[src/rtl/core/vng_pkg.sv]
`timescale 1ns / 1ps

package vng_pkg;

  localparam int DEF_MAX_VERTICES = 1024;
  localparam int DEF_ACCUM_WIDTH  = 48;

  localparam int IDX_W   = 10;
  localparam int POS_W   = 16;
  localparam int EDGE_W  = 17;
  localparam int PROD_W  = 34;
  localparam int CROSS_W = 35;
  localparam int NORM_W  = 16;
  localparam int RANGE_W = 17;

  typedef enum logic [1:0] {
    CMD_WRITE    = 2'd0,
    CMD_TRIANGLE = 2'd1,
    CMD_READ     = 2'd2,
    CMD_CLEAR    = 2'd3
  } cmd_t;

  typedef struct packed {
    cmd_t                     command;
    logic [IDX_W-1:0]         index_a;
    logic [IDX_W-1:0]         index_b;
    logic [IDX_W-1:0]         index_c;
    logic signed [POS_W-1:0]  pos_x;
    logic signed [POS_W-1:0]  pos_y;
    logic signed [POS_W-1:0]  pos_z;
  } in_item_t;

  typedef struct packed {
    logic signed [NORM_W-1:0] normal_x;
    logic signed [NORM_W-1:0] normal_y;
    logic signed [NORM_W-1:0] normal_z;
    logic                     zero_length;
  } out_item_t;

  typedef struct packed {
    logic signed [EDGE_W-1:0] x;
    logic signed [EDGE_W-1:0] y;
    logic signed [EDGE_W-1:0] z;
  } edge_t;

  typedef struct packed {
    logic signed [CROSS_W-1:0] x;
    logic signed [CROSS_W-1:0] y;
    logic signed [CROSS_W-1:0] z;
  } cross_t;

  typedef struct packed {
    logic start;
    logic ack;
  } norm_req_t;

  typedef enum logic [3:0] {
    ST_CLEAR,
    ST_IDLE,
    ST_POS_B,
    ST_POS_C,
    ST_POS_W,
    ST_CROSS,
    ST_ACC_RD,
    ST_ACC_WR,
    ST_NORM_RD,
    ST_NORM
  } ctrl_state_t;

  typedef enum logic [2:0] {
    N_IDLE,
    N_MAX,
    N_SHIFT,
    N_SQUARE,
    N_ROOT,
    N_DLOAD,
    N_DIV,
    N_DONE
  } norm_state_t;

endpackage

[src/rtl/core/vng_cross.sv]
`timescale 1ns / 1ps

module vng_cross import vng_pkg::*; (
  input  logic   clk,
  input  logic   rst,
  input  logic   start,
  input  edge_t  eb,
  input  edge_t  ec,
  output cross_t n,
  output logic   done
);

  logic                      busy;
  logic [2:0]                cnt;
  logic signed [EDGE_W-1:0]  op_a;
  logic signed [EDGE_W-1:0]  op_b;
  logic signed [PROD_W-1:0]  prod;
  logic signed [PROD_W-1:0]  prod_hold;
  logic [CROSS_W-1:0]        diff;

  // pick the operand pair for this step, two steps per component
  always_comb begin
    case (cnt)
      3'd0:    begin op_a = eb.y; op_b = ec.z; end
      3'd1:    begin op_a = eb.z; op_b = ec.y; end
      3'd2:    begin op_a = eb.z; op_b = ec.x; end
      3'd3:    begin op_a = eb.x; op_b = ec.z; end
      3'd4:    begin op_a = eb.x; op_b = ec.y; end
      default: begin op_a = eb.y; op_b = ec.x; end
    endcase
  end

  assign prod = op_a * op_b;
  assign diff = {prod_hold[PROD_W-1], prod_hold} - {prod[PROD_W-1], prod};

  // step the shared multiplier
  always_ff @(posedge clk) begin
    if (rst) begin
      busy <= 1'b0;
      done <= 1'b0;
      cnt  <= '0;
    end else begin
      done <= 1'b0;
      if (start) begin
        busy <= 1'b1;
        cnt  <= '0;
      end else if (busy) begin
        cnt <= cnt + 3'd1;
        if (cnt == 3'd5) begin
          busy <= 1'b0;
          done <= 1'b1;
        end
      end
    end
  end

  // hold the first product, finish a component on the second
  always_ff @(posedge clk) begin
    if (busy) begin
      if (!cnt[0]) begin
        prod_hold <= prod;
      end else begin
        case (cnt)
          3'd1:    n.x <= diff;
          3'd3:    n.y <= diff;
          default: n.z <= diff;
        endcase
      end
    end
  end

endmodule

[config.mk]
export PLATFORM = sky130hd
export DESIGN_NAME = vng_cross
export DESIGN_NICKNAME = d
export VERILOG_FILES = /design/src/rtl/core/vng_pkg.sv /design/src/rtl/core/vng_cross.sv
export SDC_FILE = /design/constraint.sdc
export NUM_CORES = 1
export LEC_CHECK = 0
export BUFFER_PORTS_ARGS = -buffer_cell sky130_fd_sc_hd__buf_2
export CAP_MARGIN = 5
export CORE_MARGIN = 5
export CORE_UTILIZATION = 55
export CTS_CLUSTER_SIZE = 25
export DETAILED_ROUTE_END_ITERATION = 10
export GPL_TIMING_DRIVEN = 0
export PLACE_DENSITY = 0.79
export SETUP_SLACK_MARGIN = 0.4
export SKIP_CTS_REPAIR_TIMING = 1
export SLEW_MARGIN = 20
export SYNTH_ARGS = -nofsm -noshare
export SYNTH_HDL_FRONTEND = slang
export SYNTH_SLANG_ARGS = --single-unit
[constraint.sdc]
create_clock -name clk -period 11.25 [get_ports clk]
set_input_delay 2.25 -clock clk [delete_from_list [all_inputs] [get_ports clk]]
set_output_delay 2.25 -clock clk [all_outputs]
set_load 0.01 [all_outputs]
== After elaboration in Yosys (flattened, before gate mapping) ==
Index checks and enable logic that the tools add are counted.

* $add $sub $neg: 2
* Eq/ne operators: 5
* Reduce and logical (&&, ||, !) cells: 12
* Multiplexer cells: 6
* Bitwise logic cells: 3
* Multipliers: 1

{| class="wikitable"
|+ Operators by type and width
! cell !! count
|-
| $pmux 17 s2 || 2
|-
| $sub 34x34->35 || 1
|-
| $mul 17x17->34 || 1
|-
| $reduce_or 2->1 || 6
|-
| $reduce_and 3->1 || 3
|-
| $eq 3x2->1 const B || 2
|-
| $eq 3x3->1 const B || 2
|-
| $mux 1 || 4
|-
| $add 3x1->3 const B || 1
|-
| $eq 3x1->1 const B || 1
|-
| $logic_not 3->1 || 1
|-
| $not 1->1 || 3
|-
| $reduce_or 3->1 || 1
|-
| $reduce_and 2->1 || 1
|}

* Output and inout port bits: 106
* Register bits after elaboration: 144

== Logic depth before layout (Yosys ltp) ==
* Depth in word-level cells: 5
* Gate-level depth with buffers: 47
* Depth with buffers taken out: 44

== Least setup slack after synthesis ==
OpenSTA, ideal clock, no wires.

* Kind: input to register
* Start point: in ec[5] (netlist bit)
* End point: reg n[101] (netlist bit) (data pin)
* Stages on the path: 37
* Required time: 11,066 ps
* Buffers on the path: 1
* Arrival time: 10,481 ps
* Slack: 585 ps
* Library setup time: 184 ps
* Cells stage by stage: a22oi_1 -> nand2_1 -> o21ai_1 -> clkbuf_1 -> nor2_1 -> fa_1 -> inv_1 -> fa_1 -> fa_1 -> fa_1 -> inv_1 -> fa_1 -> inv_1 -> fa_1 -> inv_1 -> ha_1 -> and4_1 -> a21oi_1 -> a31o_2 -> nor2b_1 -> o21ai_0 -> a21o_1 -> a21o_1 -> a21o_1 -> a21o_1 -> xor2_1 -> inv_1 -> ha_1 -> a21o_1 -> a211o_1 -> a21oi_1 -> a31o_1 -> maj3_2 -> maj3_2 -> a21boi_2 -> or4_1 -> o2111ai_1

* Word-level cells in the longest chain between the ends: 3

{| class="wikitable"
|+ RTL lines
! what !! line !! source
|-
| start, declared || vng_cross.sv:8 || <nowiki>input edge_t ec,</nowiki>
|-
| $pmux 17 s2 || vng_cross.sv:23 || <nowiki>case (cnt)</nowiki>
|-
| $mul 17x17->34 || vng_cross.sv:33 || <nowiki>assign prod = op_a * op_b;</nowiki>
|-
| via prod[21] || vng_cross.sv:17 || <nowiki>logic signed [PROD_W-1:0] prod;</nowiki>
|-
| $sub 34x34->35 || vng_cross.sv:34 || <nowiki>assign diff = {prod_hold[PROD_W-1], prod_hold} - {prod[PROD_W-1], prod};</nowiki>
|-
| via diff[31] || vng_cross.sv:19 || <nowiki>logic [CROSS_W-1:0] diff;</nowiki>
|-
| end, declared || vng_cross.sv:9 || <nowiki>output cross_t n,</nowiki>
|}

The timed path passes the listed nets, and every way through them passes these cells.
A chain may end at the register's enable or synchronous reset.

== Final worst setup path ==
* Start point: in ec[13] (netlist bit)
* End point: reg n[67] (netlist bit) (data pin)

Same word-level chain as after synthesis.

==> summary.txt <==
Cells and area
  • Share of cells above drive strength 1: 0.179
  • Finished Layout Cells: 2465
  • Synthesis-to-finish area growth: 15.2%
  • Most common cell after layout, fill and taps aside: inv_1
  • Inserted Diodes: 0
  • Commonest non-fill, non-tap cells in the layout: inv_1 (363), fa_1 (296), nor2_1 (215)
  • Final std cell area, no fill: 0.0205 mm2
  • Final nets: 2568

Floorplanning
  • IO Pins: 211
  • DIE WIDTH: 190 um
  • Die Y: 190 um
  • Initial Util: 0.560
  • Die ar.: 0.0360 mm2
  • Core Box Area: 0.0317 mm2
  • Row count: 65

Timing
  • Slew HR: 0.491
  • Setup Viol. Count Final: 0
  • Min Tclk post-route: 10560 ps
  • Worst Setup Slack, final: 694 ps
  • RSZ-0062 raised after global routing: no
  • Slew Viols, Final: 0
  • Peak Freq: 0.0947 GHz
  • Slew @ Worst Pin: 758 ps
  • Hold violation total from the final report: 0
  • Hold Slack: 590 ps
  • Final Cycle Share: 0.938
  • Layout Skew: 22.0 ps

Worst setup path
  • Reg2reg end: n[67]$_DFFE_PP_
  • CP most frequent cell: fa_1
  • Worst r2r src: cnt[2]$_SDFFE_PP0P_
  • Worst path slowest cell: fa_1
  • Max FO, Critical Path: 10
  • Setup slack, reg-to-reg: 820 ps
  • CP Capture Type: register
  • Startpoint Class: input port
  • CP top delay family: adder cells
  • CP max stage delay: 560 ps
  • Worst endpoint required time: 11530 ps
  • Reg2reg path depth: 40
  • WP buf/inv: 8
  • Worst EP arrival: 10840 ps
  • Setup CP Type: input port to register

GRT
  • Overall routing resource usage: 0.257
  • Largest net degree at the start of global routing: 30
  • First-pass GRT wire length: 72900 um
  • Vias in the first global route: 14400
  • GR Overflow Total: 0
  • Initial antenna violation count: 0
  • GRT met2 Usage: 0.441
  • Grt met1 use: 0.326
  • GRT met3 Usage: 0.0428
  • Most used routing layer: met2

Synth
  • Syn_nets: 2313
  • Synthesis-stage register bit count: 144
  • Post-Syn Area: 0.0178 mm2
  • EDFF count, synth: 139
  • YS warnings: 0
  • Yosys cell types: 72
  • Synth Flop Type: edfxtp_1
  • Register area share after synthesis: 0.241
  • Post-synth ARST share: 0
  • Mapped Cells: 1795
  • Avg Inst Size Synth: 9.89 um2

Route
  • Detailed-route via count: 13700
  • Iteration-0 DRC Markers: 924
  • DRC viols: 0
  • Final WL: 45400 um
  • ANT nets after route: 0
  • First-pass DRT Iterations: 5
  • Vias per std cell: 5.54
  • Detailed-route wire length per cell: 18.4 um

Clock tree
  • H-tree levels: 4
  • Max clock buf depth: 2
  • CTS tree: yes
  • Clock-pin slew on the worst setup and hold paths: 80 ps
  • Cts bufs inserted: 17
  • Clock sinks: 144
  • CTS Root Cell: clkbuf_16
  • Worst skew pair latency: 440 ps

Worst hold path
  • Worst Hold Depth: 2
  • Hold Path Class: register to register
  • Worst Hold Endpoint: cnt[1]$_SDFFE_PP0P_
  • HP Start: cnt[1]$_SDFFE_PP0P_

Place
  • Hpwl dp: 37300 um
  • IO buf count: 210
  • Placed Instances: 2412
  • Placed Area: 0.0194 mm2
  • Pre-CTS setup slack: -1070 ps
  • GPL Wtd Cong: 0.998

Run status
  • Status: complete, no violations

Run
  • MaxCap Viol Count: 0
metal layers:
| layer | share of wire | vias up |
|---|---|---|
| li1 | - | 6204 |
| met4 | 0.043 | 0 |
| met3 | 0.065 | 122 |
| met2 | 0.50 | 509 |
| met5 | 0 | - |
| met1 | 0.39 | 6824 |
cell type report:
cell class              instances  area [um2]
multi-input cells            1236       12200
clock inverters                15         134
fillers                      2591       11300
well taps                     402         503
plain buffers                  51         282
clock buffers                  17         425
flip-flops and latches        144        4270
inverters                     364        1370
repair buffers                236        1290
state kept, by name, summed over array words and instances, names as in the netlist:
signal / count
busy: 1
done: 1
cnt: 3
prod_hold: 34
n: 105
metrics by stage:
| stage | setup TNS [ps] | utilization |
|---|---|---|
| 2_1_floorplan | 0 | - |
| 3_3_place_gp | -14700 | 0.609 |
| 3_5_place_dp | -17540 | 0.612 |
| 4_1_cts | -8300 | 0.630 |
| 5_1_grt | 0 | 0.645 |
| 6_report | 0 | 0.645 |
how the worst max path moves through the flow:
| stage | from | end | depth (start not counted) |
|---|---|---|---|
| floorplan | ec[5] | n[101]$_DFFE_PP_ | 37 |
| global placement | ec[39] | n[34]$_DFFE_PP_ | 36 |
| detailed placement | ec[39] | n[34]$_DFFE_PP_ | 36 |
| CTS | ec[39] | n[104]$_DFFE_PP_ | 36 |
| global route | cnt[0]$_SDFFE_PP0P_ | n[101]$_DFFE_PP_ | 42 |
| finish | ec[13] | n[67]$_DFFE_PP_ | 35 |
synthesized netlist by cell type, types with 8 or more instances:
master    number  area (um2)
xor2_1        20         175
a21oi_1       57         285
nand2_1      193         724
nor2b_1       13        81.3
a211oi_1       8        60.1
xnor2_1       44         385
o21ai_0       26         130
clkbuf_1      47         176
a21o_1        41         308
fa_1         297        5950
nand3_1       10        50.1
nor2_1       218         818
ha_1         116        1450
nand2b_1      11        68.8
and2_1        20         125
inv_1        363        1360
o21a_1         9        67.6
nor3_1        10        50.1
edfxtp_1     139        4170
a22oi_1       33         248
logic make-up after synthesis:
kind of cell / Yosys count / synth area share
muxes: 5 / 0.00289
buffers and inverters: 415 / 0.0887
DFF: 144 / 0.241
adders and majority gates: 418 / 0.420
xor gates and xnor gates: 65 / 0.0331
and+or+nand+nor: 508 / 0.121
AOI/OAI and AO/OA: 240 / 0.0939
worst reg2reg max path: cells and delay by family (launching register included):
| kind | cells | cell delay, ps |
|---|---|---|
| and+or+nand+nor | 3 | 500 |
| DFF | 1 | 300 |
| AOI/OAI and AO/OA | 14 | 2680 |
| buffers and inverters | 11 | 2100 |
| xor gates and xnor gates | 1 | 210 |
| adders and majority gates | 11 | 4510 |
Power is left out: the tool's default activity adds up to more than one toggle a clock period on the data nets, which glitch-free logic cannot reach.
