<file path="src/rtl/core/vng_pkg.sv">
`timescale 1ns / 1ps

package vng_pkg;

  localparam int DEF_MAX_VERTICES = 1024;
  localparam int DEF_ACCUM_WIDTH  = 48;

  localparam int IDX_W   = 10;
  localparam int POS_W   = 16;
  localparam int EDGE_W  = 17;
  localparam int PROD_W  = 34;
  localparam int CROSS_W = 35;
  localparam int NORM_W  = 16;
  localparam int RANGE_W = 17;

  typedef enum logic [1:0] {
    CMD_WRITE    = 2'd0,
    CMD_TRIANGLE = 2'd1,
    CMD_READ     = 2'd2,
    CMD_CLEAR    = 2'd3
  } cmd_t;

  typedef struct packed {
    cmd_t                     command;
    logic [IDX_W-1:0]         index_a;
    logic [IDX_W-1:0]         index_b;
    logic [IDX_W-1:0]         index_c;
    logic signed [POS_W-1:0]  pos_x;
    logic signed [POS_W-1:0]  pos_y;
    logic signed [POS_W-1:0]  pos_z;
  } in_item_t;

  typedef struct packed {
    logic signed [NORM_W-1:0] normal_x;
    logic signed [NORM_W-1:0] normal_y;
    logic signed [NORM_W-1:0] normal_z;
    logic                     zero_length;
  } out_item_t;

  typedef struct packed {
    logic signed [EDGE_W-1:0] x;
    logic signed [EDGE_W-1:0] y;
    logic signed [EDGE_W-1:0] z;
  } edge_t;

  typedef struct packed {
    logic signed [CROSS_W-1:0] x;
    logic signed [CROSS_W-1:0] y;
    logic signed [CROSS_W-1:0] z;
  } cross_t;

  typedef struct packed {
    logic start;
    logic ack;
  } norm_req_t;

  typedef enum logic [3:0] {
    ST_CLEAR,
    ST_IDLE,
    ST_POS_B,
    ST_POS_C,
    ST_POS_W,
    ST_CROSS,
    ST_ACC_RD,
    ST_ACC_WR,
    ST_NORM_RD,
    ST_NORM
  } ctrl_state_t;

  typedef enum logic [2:0] {
    N_IDLE,
    N_MAX,
    N_SHIFT,
    N_SQUARE,
    N_ROOT,
    N_DLOAD,
    N_DIV,
    N_DONE
  } norm_state_t;

endpackage

</file>
<file path="src/rtl/core/vng_norm.sv">
`timescale 1ns / 1ps

module vng_norm import vng_pkg::*; #(
  parameter int ACCUM_WIDTH = DEF_ACCUM_WIDTH
) (
  input  logic                          clk,
  input  logic                          rst,
  input  norm_req_t                     req,
  input  logic signed [ACCUM_WIDTH-1:0] vec_x,
  input  logic signed [ACCUM_WIDTH-1:0] vec_y,
  input  logic signed [ACCUM_WIDTH-1:0] vec_z,
  output logic                          done,
  output out_item_t                     result
);

  localparam int MAG_W  = 30;
  localparam int SQ_W   = 60;
  localparam int ROOT_W = 62;
  localparam int LEN_W  = 32;
  localparam int DIV_W  = 48;
  localparam int Q_W    = 17;

  localparam logic [ACCUM_WIDTH-1:0] TOP_LIM = ACCUM_WIDTH'(1) << 30;
  localparam logic [ACCUM_WIDTH-1:0] LOW_LIM = ACCUM_WIDTH'(1) << 29;

  norm_state_t              state;
  norm_state_t              state_next;
  logic [ACCUM_WIDTH-1:0]   mag [3];
  logic [2:0]               neg;
  logic [ACCUM_WIDTH-1:0]   m;
  logic [ACCUM_WIDTH-1:0]   m_max;
  logic [ROOT_W-1:0]        sum;
  logic [ROOT_W-1:0]        rem;
  logic [ROOT_W-1:0]        res;
  logic [ROOT_W-1:0]        rbit;
  logic [ROOT_W-1:0]        trial;
  logic [1:0]               idx;
  logic [DIV_W-1:0]         dl_rem;
  logic [DIV_W-1:0]         dl_d;
  logic [Q_W-1:0]           q;
  logic [Q_W-1:0]           q_next;
  logic [4:0]               step;
  logic [ACCUM_WIDTH-1:0]   cur_mag;
  logic                     cur_neg;
  logic [SQ_W-1:0]          sq;
  logic [NORM_W-1:0]        comp;

  // select the component in work
  always_comb begin
    case (idx)
      2'd0:    begin cur_mag = mag[0]; cur_neg = neg[0]; end
      2'd1:    begin cur_mag = mag[1]; cur_neg = neg[1]; end
      default: begin cur_mag = mag[2]; cur_neg = neg[2]; end
    endcase
  end

  always_comb begin
    m_max = mag[0];
    if (mag[1] > m_max) m_max = mag[1];
    if (mag[2] > m_max) m_max = mag[2];
  end

  assign sq     = cur_mag[MAG_W-1:0] * cur_mag[MAG_W-1:0];
  assign trial  = res + rbit;
  assign q_next = {q[Q_W-2:0], (dl_rem >= dl_d)};

  // round-to-nearest quotient into Q1.15 with saturation
  always_comb begin
    if (cur_neg) begin
      comp = (q_next > Q_W'(32768)) ? 16'h8000 : (~q_next[NORM_W-1:0] + 16'd1);
    end else begin
      comp = (q_next > Q_W'(32767)) ? 16'h7FFF : q_next[NORM_W-1:0];
    end
  end

  assign done = (state == N_DONE);

  always_ff @(posedge clk) begin
    if (rst) begin
      state <= N_IDLE;
    end else begin
      state <= state_next;
    end
  end

  // advance the sequence: find the largest, shift, square, root, divide; a zero vector goes straight to done
  always_comb begin
    state_next = state;
    case (state)
      N_IDLE:   if (req.start) state_next = N_MAX;
      N_MAX:    state_next = (m_max == '0) ? N_DONE : N_SHIFT;
      N_SHIFT:  if (m < TOP_LIM && m >= LOW_LIM) state_next = N_SQUARE;
      N_SQUARE: if (idx == 2'd2) state_next = N_ROOT;
      N_ROOT:   if (rbit == ROOT_W'(1)) state_next = N_DLOAD;
      N_DLOAD:  state_next = N_DIV;
      N_DIV:    if (step == 5'd16) state_next = (idx == 2'd2) ? N_DONE : N_DLOAD;
      N_DONE:   if (req.ack) state_next = N_IDLE;
      default:  state_next = N_IDLE;
    endcase
  end

  always_ff @(posedge clk) begin
    case (state)
      N_IDLE: begin
        mag[0] <= vec_x[ACCUM_WIDTH-1] ? (ACCUM_WIDTH'(0) - vec_x) : vec_x;
        mag[1] <= vec_y[ACCUM_WIDTH-1] ? (ACCUM_WIDTH'(0) - vec_y) : vec_y;
        mag[2] <= vec_z[ACCUM_WIDTH-1] ? (ACCUM_WIDTH'(0) - vec_z) : vec_z;
        neg    <= {vec_z[ACCUM_WIDTH-1], vec_y[ACCUM_WIDTH-1], vec_x[ACCUM_WIDTH-1]};
      end
      N_MAX: begin
        m      <= m_max;
        result <= out_item_t'({{(3*NORM_W){1'b0}}, (m_max == '0)});
      end
      N_SHIFT: begin
        sum <= '0;
        idx <= '0;
        if (m >= TOP_LIM) begin
          m      <= m >> 1;
          mag[0] <= mag[0] >> 1;
          mag[1] <= mag[1] >> 1;
          mag[2] <= mag[2] >> 1;
        end else if (m < LOW_LIM) begin
          m      <= m << 1;
          mag[0] <= mag[0] << 1;
          mag[1] <= mag[1] << 1;
          mag[2] <= mag[2] << 1;
        end
      end
      N_SQUARE: begin
        sum <= sum + ROOT_W'(sq);
        idx <= idx + 2'd1;
        rem  <= sum + ROOT_W'(sq);
        res  <= '0;
        rbit <= ROOT_W'(1) << 60;
      end
      N_ROOT: begin
        idx <= '0;
        if (rem >= trial) begin
          rem <= rem - trial;
          res <= (res >> 1) + rbit;
        end else begin
          res <= res >> 1;
        end
        rbit <= rbit >> 2;
      end
      N_DLOAD: begin
        dl_rem <= (DIV_W'(cur_mag[MAG_W-1:0]) << 15) + DIV_W'(res[LEN_W-1:1]);
        dl_d   <= DIV_W'(res[LEN_W-1:0]) << 16;
        q      <= '0;
        step   <= '0;
      end
      N_DIV: begin
        if (dl_rem >= dl_d) dl_rem <= dl_rem - dl_d;
        dl_d <= dl_d >> 1;
        q    <= q_next;
        step <= step + 5'd1;
        if (step == 5'd16) begin
          idx <= idx + 2'd1;
          case (idx)
            2'd0:    result.normal_x <= comp;
            2'd1:    result.normal_y <= comp;
            default: result.normal_z <= comp;
          endcase
        end
      end
      default: ;
    endcase
  end

endmodule

</file>
<file path="config.mk">
export PLATFORM = sky130hd
export DESIGN_NAME = vng_norm
export DESIGN_NICKNAME = d
export VERILOG_FILES = /design/src/rtl/core/vng_pkg.sv /design/src/rtl/core/vng_norm.sv
export SDC_FILE = /design/constraint.sdc
export NUM_CORES = 2
export LEC_CHECK = 0
export BUFFER_PORTS_ARGS = -buffer_cell sky130_fd_sc_hd__clkbuf_2
export CAP_MARGIN = 20
export CORE_ASPECT_RATIO = 0.9
export CORE_MARGIN = 4
export CORE_UTILIZATION = 50
export CTS_CLUSTER_SIZE = 40
export DETAILED_ROUTE_END_ITERATION = 7
export GPL_TIMING_DRIVEN = 0
export PLACE_DENSITY = 0.67
export SLEW_MARGIN = 20
export SYNTH_ARGS = -nofsm -noshare
export SYNTH_HDL_FRONTEND = slang
export SYNTH_SLANG_ARGS = --single-unit
</file>
<file path="constraint.sdc">
create_clock -name clk -period 11.5 [get_ports clk]
set_clock_uncertainty 0.15 [all_clocks]
set_input_delay 0.575 -clock clk [delete_from_list [all_inputs] [get_ports clk]]
set_output_delay 0.575 -clock clk [all_outputs]
set_load 0.005 [all_outputs]
</file>
; ---- Word-level counts from Yosys, hierarchy flattened
; Memories as Yosys holds them, arrays and structs flattened.
; Index checks and enable logic that the tools add are counted.
[classes]
order_cmp = 10
reduce_logical = 20
multipliers = 1
mux = 55
eq_ne = 23
add_sub_neg = 12
bitwise_logic = 7
[op_table]
columns = operator, n
row1 = 2-to-1 mux 48 bit, 15
row2 = one-hot mux 62 bit (2 select lines), 4
row3 = one-hot mux 48 bit (2 select lines), 4
row4 = subtractor 1 x 48 -> 48 bit (first input constant), 3
row5 = 2-to-1 mux 62 bit, 2
row6 = > comparator 48 bit, 2
row7 = 2-to-1 mux 16 bit, 6
row8 = adder 61 x 62 -> 62 bit, 1
row9 = adder 62 x 60 -> 62 bit, 1
row10 = adder 62 bit, 1
row11 = == test 62 x 1 -> 1 bit (second input constant), 1
row12 = greater-or-equal comparator 62 bit, 1
row13 = subtractor 62 bit, 1
row14 = multiplier 30 x 30 -> 60 bit, 1
row15 = one-hot mux 30 bit (2 select lines), 1
row16 = greater-or-equal comparator 48 x 30 -> 1 bit (second input constant), 1
row17 = greater-or-equal comparator 48 x 31 -> 1 bit (second input constant), 1
row18 = greater-or-equal comparator 48 bit, 1
row19 = logical NOT 48 bit, 1
row20 = less-than comparator 48 x 30 -> 1 bit (second input constant), 1
row21 = less-than comparator 48 x 31 -> 1 bit (second input constant), 1
row22 = subtractor 48 bit, 1
row23 = adder 45 x 31 -> 46 bit, 1
row24 = one-hot mux 16 bit (2 select lines), 1
row25 = other kinds (32), 75
[word_totals]
ff_bits = 470
ramBits = 144
mem_count = 1
out_inout_bits = 50
[memory_table]
columns = name, depth, width, read_ports, rd_clocked_by_memory_dff, wr, line
row1 = mag, 3, 48, 3, 0, 3, vng_norm.sv:28  ; logic [ACCUM_WIDTH-1:0] mag [3];

; ---- Depth between registers and ports, before layout
[logic_depth]
depth_word = 8
ltp_mapped = 39

; ---- Least setup slack after synthesis
; OpenSTA, ideal clock, no wires.
[synth_path]
path_kind = register to register
start = register res[2]
end = register rem[0] (enable)
setup_time_ns = 0.568
arrival_ns = 9.409
stages_incl_launch_ff = 25
slack_ns = 1.374
path_buffers = 4
synth_period_minus_slack_ns = 10.126
cell_sequence = edfxtp_1 > ha_1 > a31o_2 > a31oi_1 > o21ai_0 > a21o_1 > a21bo_2 > o21ai_0 > o21ai_0 > a21o_1 > a21o_1 > a31oi_1 > xor2_1 > ha_1 > clkbuf_1 > nand3_1 > nor2_1 > nand4_1 > nor4_1 > a2111oi_0 > o21a_1 > clkbuf_1 > clkbuf_1 > buf_1 > o21ai_0
[synth_between]
elab_chain_len = 4
[synth_lines]
columns = element, line
row1 = start: declaration, vng_norm.sv:34  ; logic [ROOT_W-1:0] res;
row2 = start signal: assignment, vng_norm.sv:140  ; res <= (res >> 1) + rbit;
row3 = start signal: assignment, vng_norm.sv:142  ; res <= res >> 1;
row4 = adder 62 bit, vng_norm.sv:64  ; assign trial = res + rbit;
row5 = greater-or-equal comparator 62 bit, vng_norm.sv:138  ; if (rem >= trial) begin
row6 = != test 2 bit (no line), --
row7 = AND reduction 2 bit (no line), --
row8 = end signal: assignment, vng_norm.sv:132  ; rem <= sum + ROOT_W'(sq);
row9 = end signal: assignment, vng_norm.sv:139  ; rem <= rem - trial;
row10 = end: declaration, vng_norm.sv:33  ; logic [ROOT_W-1:0] rem;
; Every way passes these cells.
; A chain may end at the register's enable or synchronous reset.

; ---- Worst setup path in the final report
[layout_path]
start = register idx[1]
end = register rem[51], data pin
[layout_between]
elab_chain_len = 5
elab_cells_between_ends = 6
[layout_lines]
columns = element, line
row1 = start: declaration, vng_norm.sv:37  ; logic [1:0] idx;
row2 = start signal: assignment, vng_norm.sv:131  ; idx <= idx + 2'd1;
row3 = start signal: assignment, vng_norm.sv:158  ; idx <= idx + 2'd1;
row4 = == test 2 x 1 -> 1 bit or logical NOT 2 bit (tied branches), vng_norm.sv:50  ; case (idx)
row5 = one-hot mux 30 bit (2 select lines) *, vng_norm.sv:50
row6 = multiplier 30 x 30 -> 60 bit *, vng_norm.sv:63  ; assign sq = cur_mag[MAG_W-1:0] * cur_mag[MAG_W-1:0];
row7 = adder 62 x 60 -> 62 bit *, vng_norm.sv:132
row8 = one-hot mux 62 bit (2 select lines) *, vng_norm.sv:103  ; case (state)
; Every way passes the cells marked *; elsewhere a longest branch is shown, timed or not.

==> flow_summary_export.csv <==
group,metric,value,unit
timing,rsz0062_at_grt,"false",
cells_and_area,area_delta_synth_final,9.53,%
grt,grtUsageTotal,33.2,%
cts,cts_made_buffers,71,
grt,grt_pass1_wl,366000,microns
worst_setup_path,crit_top_cell,"fa_1",
cts,clock-root-buffer,"clkbuf_16",
timing,finalWorstSetupSlack,0.255,ns
worst_setup_path,critPathKind,"reg2reg",
yosys,yosys.area.top_type,"edfxtp_1",
yosys,yosysMostFrequentCell,"inv_1",
timing,fmax,0.0889,GHz
yosys,synth-compound-area-share,14.6,%
placement,dp_hpwl,197000,microns
worst_setup_path,cp-start-kind,"register",
die,dieWidth,401,microns
timing,finalMaxSlewViolations,0,
cells_and_area,nNetsFinal,9356,
route,drtIter0Drc,6416,
worst_setup_path,cp.arrival,11.48,ns
timing,timing.hold.ws,0.0645,ns
worst_setup_path,path_buf_inv,9,
yosys,async_reset_ff_share,0,%
cells_and_area,finalCoreUtilization,55.3,%
yosys,synthTopCellsByCount,"1,120 x inv_1, 781 x nand2_1, 756 x fa_1",
yosys,yosys_register_bits,583,
route,via_count,59200,
yosys,yosys.area_share.simple,13.7,%
grt,grt_pass1_vias,58700,
route,postRouteAntennaNets,0,
yosys,synth_edf_count,580,
cells_and_area,nFillCells,12600,
worst_hold_path,hold_path_end,"neg[2]",
worst_setup_path,critical_path.max_fanout,10,
yosys,synth_top_area_share,25.0,%
die,placementRows,129,
yosys,synthTopCellsByArea,"edfxtp_1 25%, fa_1 22%, ha_1 9.8%",
yosys,syn_area_per_cell,9.15,sq um
worst_setup_path,crit_family,"adder cells",
cts,clk_pin_slew,0.06,ns
placement,io_buffers,197,
cts,clock_path_buffers,3,
cts,htreeDepth,3,
yosys,synth_top_family_by_area,"adder cells",
route,wl,245000,microns
worst_hold_path,hold_class,"in2reg",
grt,grt_max_degree,57,
yosys,synth-seq-area-share,25.1,%
yosys,synth_fp_nets,9056,
grt,grt_overflow,0,
route,vias_per_cell,6.05,
yosys,synthCells,7605,
timing,hold_viol_final,0,
timing,finalCriticalPeriod,11.24,ns
yosys,ys.flop_type,"edfxtp_1",
die,die_area,145000,sq um
worst_hold_path,hold_depth,1,
worst_setup_path,reg2reg_slack,0.26,ns
timing,finalCritPeriodShare,97.8,%
yosys,synth_mux_area_share,1.71,%
cts,cts_num_sinks,583,
yosys,synth_xor_area_share,5.51,%
worst_setup_path,r2r_start,"idx[1]",
grt,antenna_found_initial,10,
worst_setup_path,r2r_cells,32,
status,status,"completed",
yosys,yosys_warnings,0,
cells_and_area,multiInputGateArea,46900,sq um
timing,tightest_slew,1.34,ns
cells_and_area,drive_gt1_share,6.95,%
worst_hold_path,hold_start,"vec_z[47]",
die,start_util,50.5,%
route,drc_errors,0,
timing,relSlewSlack,10.2,%
worst_setup_path,reg2reg_to,"rem[51]",
cts,clock_latency,0.69,ns
timing,finalSetupViolations,0,
yosys,ys_types,84,
timing,finalSetupTns,0,ns
cts,cts_tree,"built",
yosys,synth_fa_ha_area_share,31.6,%
placement,dp_slack,-1.09,ns
yosys,syn_area,69600,sq um
die,die_y,362,microns
run,cap_viol_max_count,0,
route,wire_per_inst,25.0,microns
worst_setup_path,cp.required,11.74,ns
worst_setup_path,cp_slowest_cell,"clkinv_1",
die,num_io_pins,198,
placement,globalplace.congestion,1.02,
die,core,138000,sq um
worst_setup_path,critPathMaxStageDelay,0.84,ns
route,drtPass1Iterations,6,
cells_and_area,seq_area,17500,sq um
worst_setup_path,setup.worst_path.end_class,"register",
==> flip-flops by register name, indices dropped and copies added (netlist names) <==
register and count:
q 16, mag 144, sum 62, state 3, idx 2, rbit 31
dl_d 48, m 48, step 5, result 49, res 62, dl_rem 48
neg 3, rem 62
==> layer usage <==
layer / GRT usage (%) / wire [microns]
met5: 0.292 / 83
met2: 48.2 / 101000
met3: 10.5 / 30000
met4: 12.5 / 11100
met1: 46.4 / 102000
==> worst register-to-register path, delay by kind of cell (launching register included) <==
family | cells | cell delay (ns)
flops | 1 | 0.40
buf+inv | 9 | 2.44
fa+ha+maj | 10 | 4.44
simple gates | 5 | 1.23
compound gates | 8 | 2.30
==> how the worst max path moves through the flow <==
stage,end,from,cells after the start,slack [ns]
2_1_floorplan,rem[0],res[2],24,1.37
3_3_place_gp,rem[57],res[2],24,-2.76
3_5_place_dp,rem[58],idx[0],35,-1.09
4_1_cts,rem[58],idx[0],35,0.009
5_1_grt,rem[58],idx[1],35,0.01
6_report,rem[51],idx[1],32,0.26
==> metrics by stage <==
step | instances | area (sq um)
4_1_cts | 9789 | 76100
6_report | 9799 | 76300
2_1_floorplan | 7605 | 69600
3_3_place_gp | 9636 | 72900
5_1_grt | 9794 | 76200
3_5_place_dp | 9659 | 73500
==> layout make-up <==
cell class	count	area share (%)
tap	1834	3.01
buffer	316	1.68
inverter	1132	5.60
clock inverter	45	0.812
antenna	5	0.0164
multi-input combinational	5567	61.5
clock buffer	83	2.42
timing repair buffer	234	2.07
sequential	583	22.9
==> cell families (layout without fill, tap and decap cells) <==
kind of cell | Yosys count | after routing
XOR/XNOR | 438 | 438
flip-flops | 583 | 583
adder cells (fa/ha/maj) | 1303 | 1303
AO/OA/AOI/OAI | 1616 | 1616
other | 0 | 5
AND/OR/NAND/NOR | 2094 | 2094
buffers and inverters | 1455 | 1810
multiplexers | 116 | 116
==> cell usage in the layout, fill, tap and decap left out, drive strengths merged, types with 16 or more instances in the layout <==
cell type / netlist / routed
nor3: 64 / 64
inv: 1123 / 1123
nor2b: 53 / 53
or4: 28 / 28
a22o: 30 / 30
o31ai: 53 / 53
mux2i: 95 / 95
nand2: 781 / 781
and2: 76 / 76
nand4: 80 / 80
or3: 58 / 58
edfxtp: 580 / 580
fa: 756 / 756
nand2b: 72 / 72
nor2: 631 / 631
clkinv: 9 / 35
a211oi: 54 / 54
or2: 19 / 19
o21a: 19 / 19
o211ai: 70 / 70
clkbuf: 280 / 560
nor4: 71 / 71
o21ai: 462 / 462
ha: 547 / 547
a21oi: 419 / 419
o41ai: 28 / 28
buf: 43 / 70
a31oi: 84 / 84
xnor2: 174 / 174
nand3: 85 / 85
mux2: 21 / 21
a31o: 54 / 54
and3: 39 / 39
a221oi: 16 / 16
xor2: 264 / 264
a21o: 184 / 184
o21bai: 43 / 43
==> repair_timing <==
action	in CTS	in global routing
buffers inserted	3	9
gates resized for setup	27	63
endpoints found under the setup margin	54	41
hold endpoints to repair	2	0
hold buffers	2	0
pin swaps	0	2
Power is left out: the tool's default activity adds up to more than one toggle a clock period on the data nets, which glitch-free logic cannot reach.
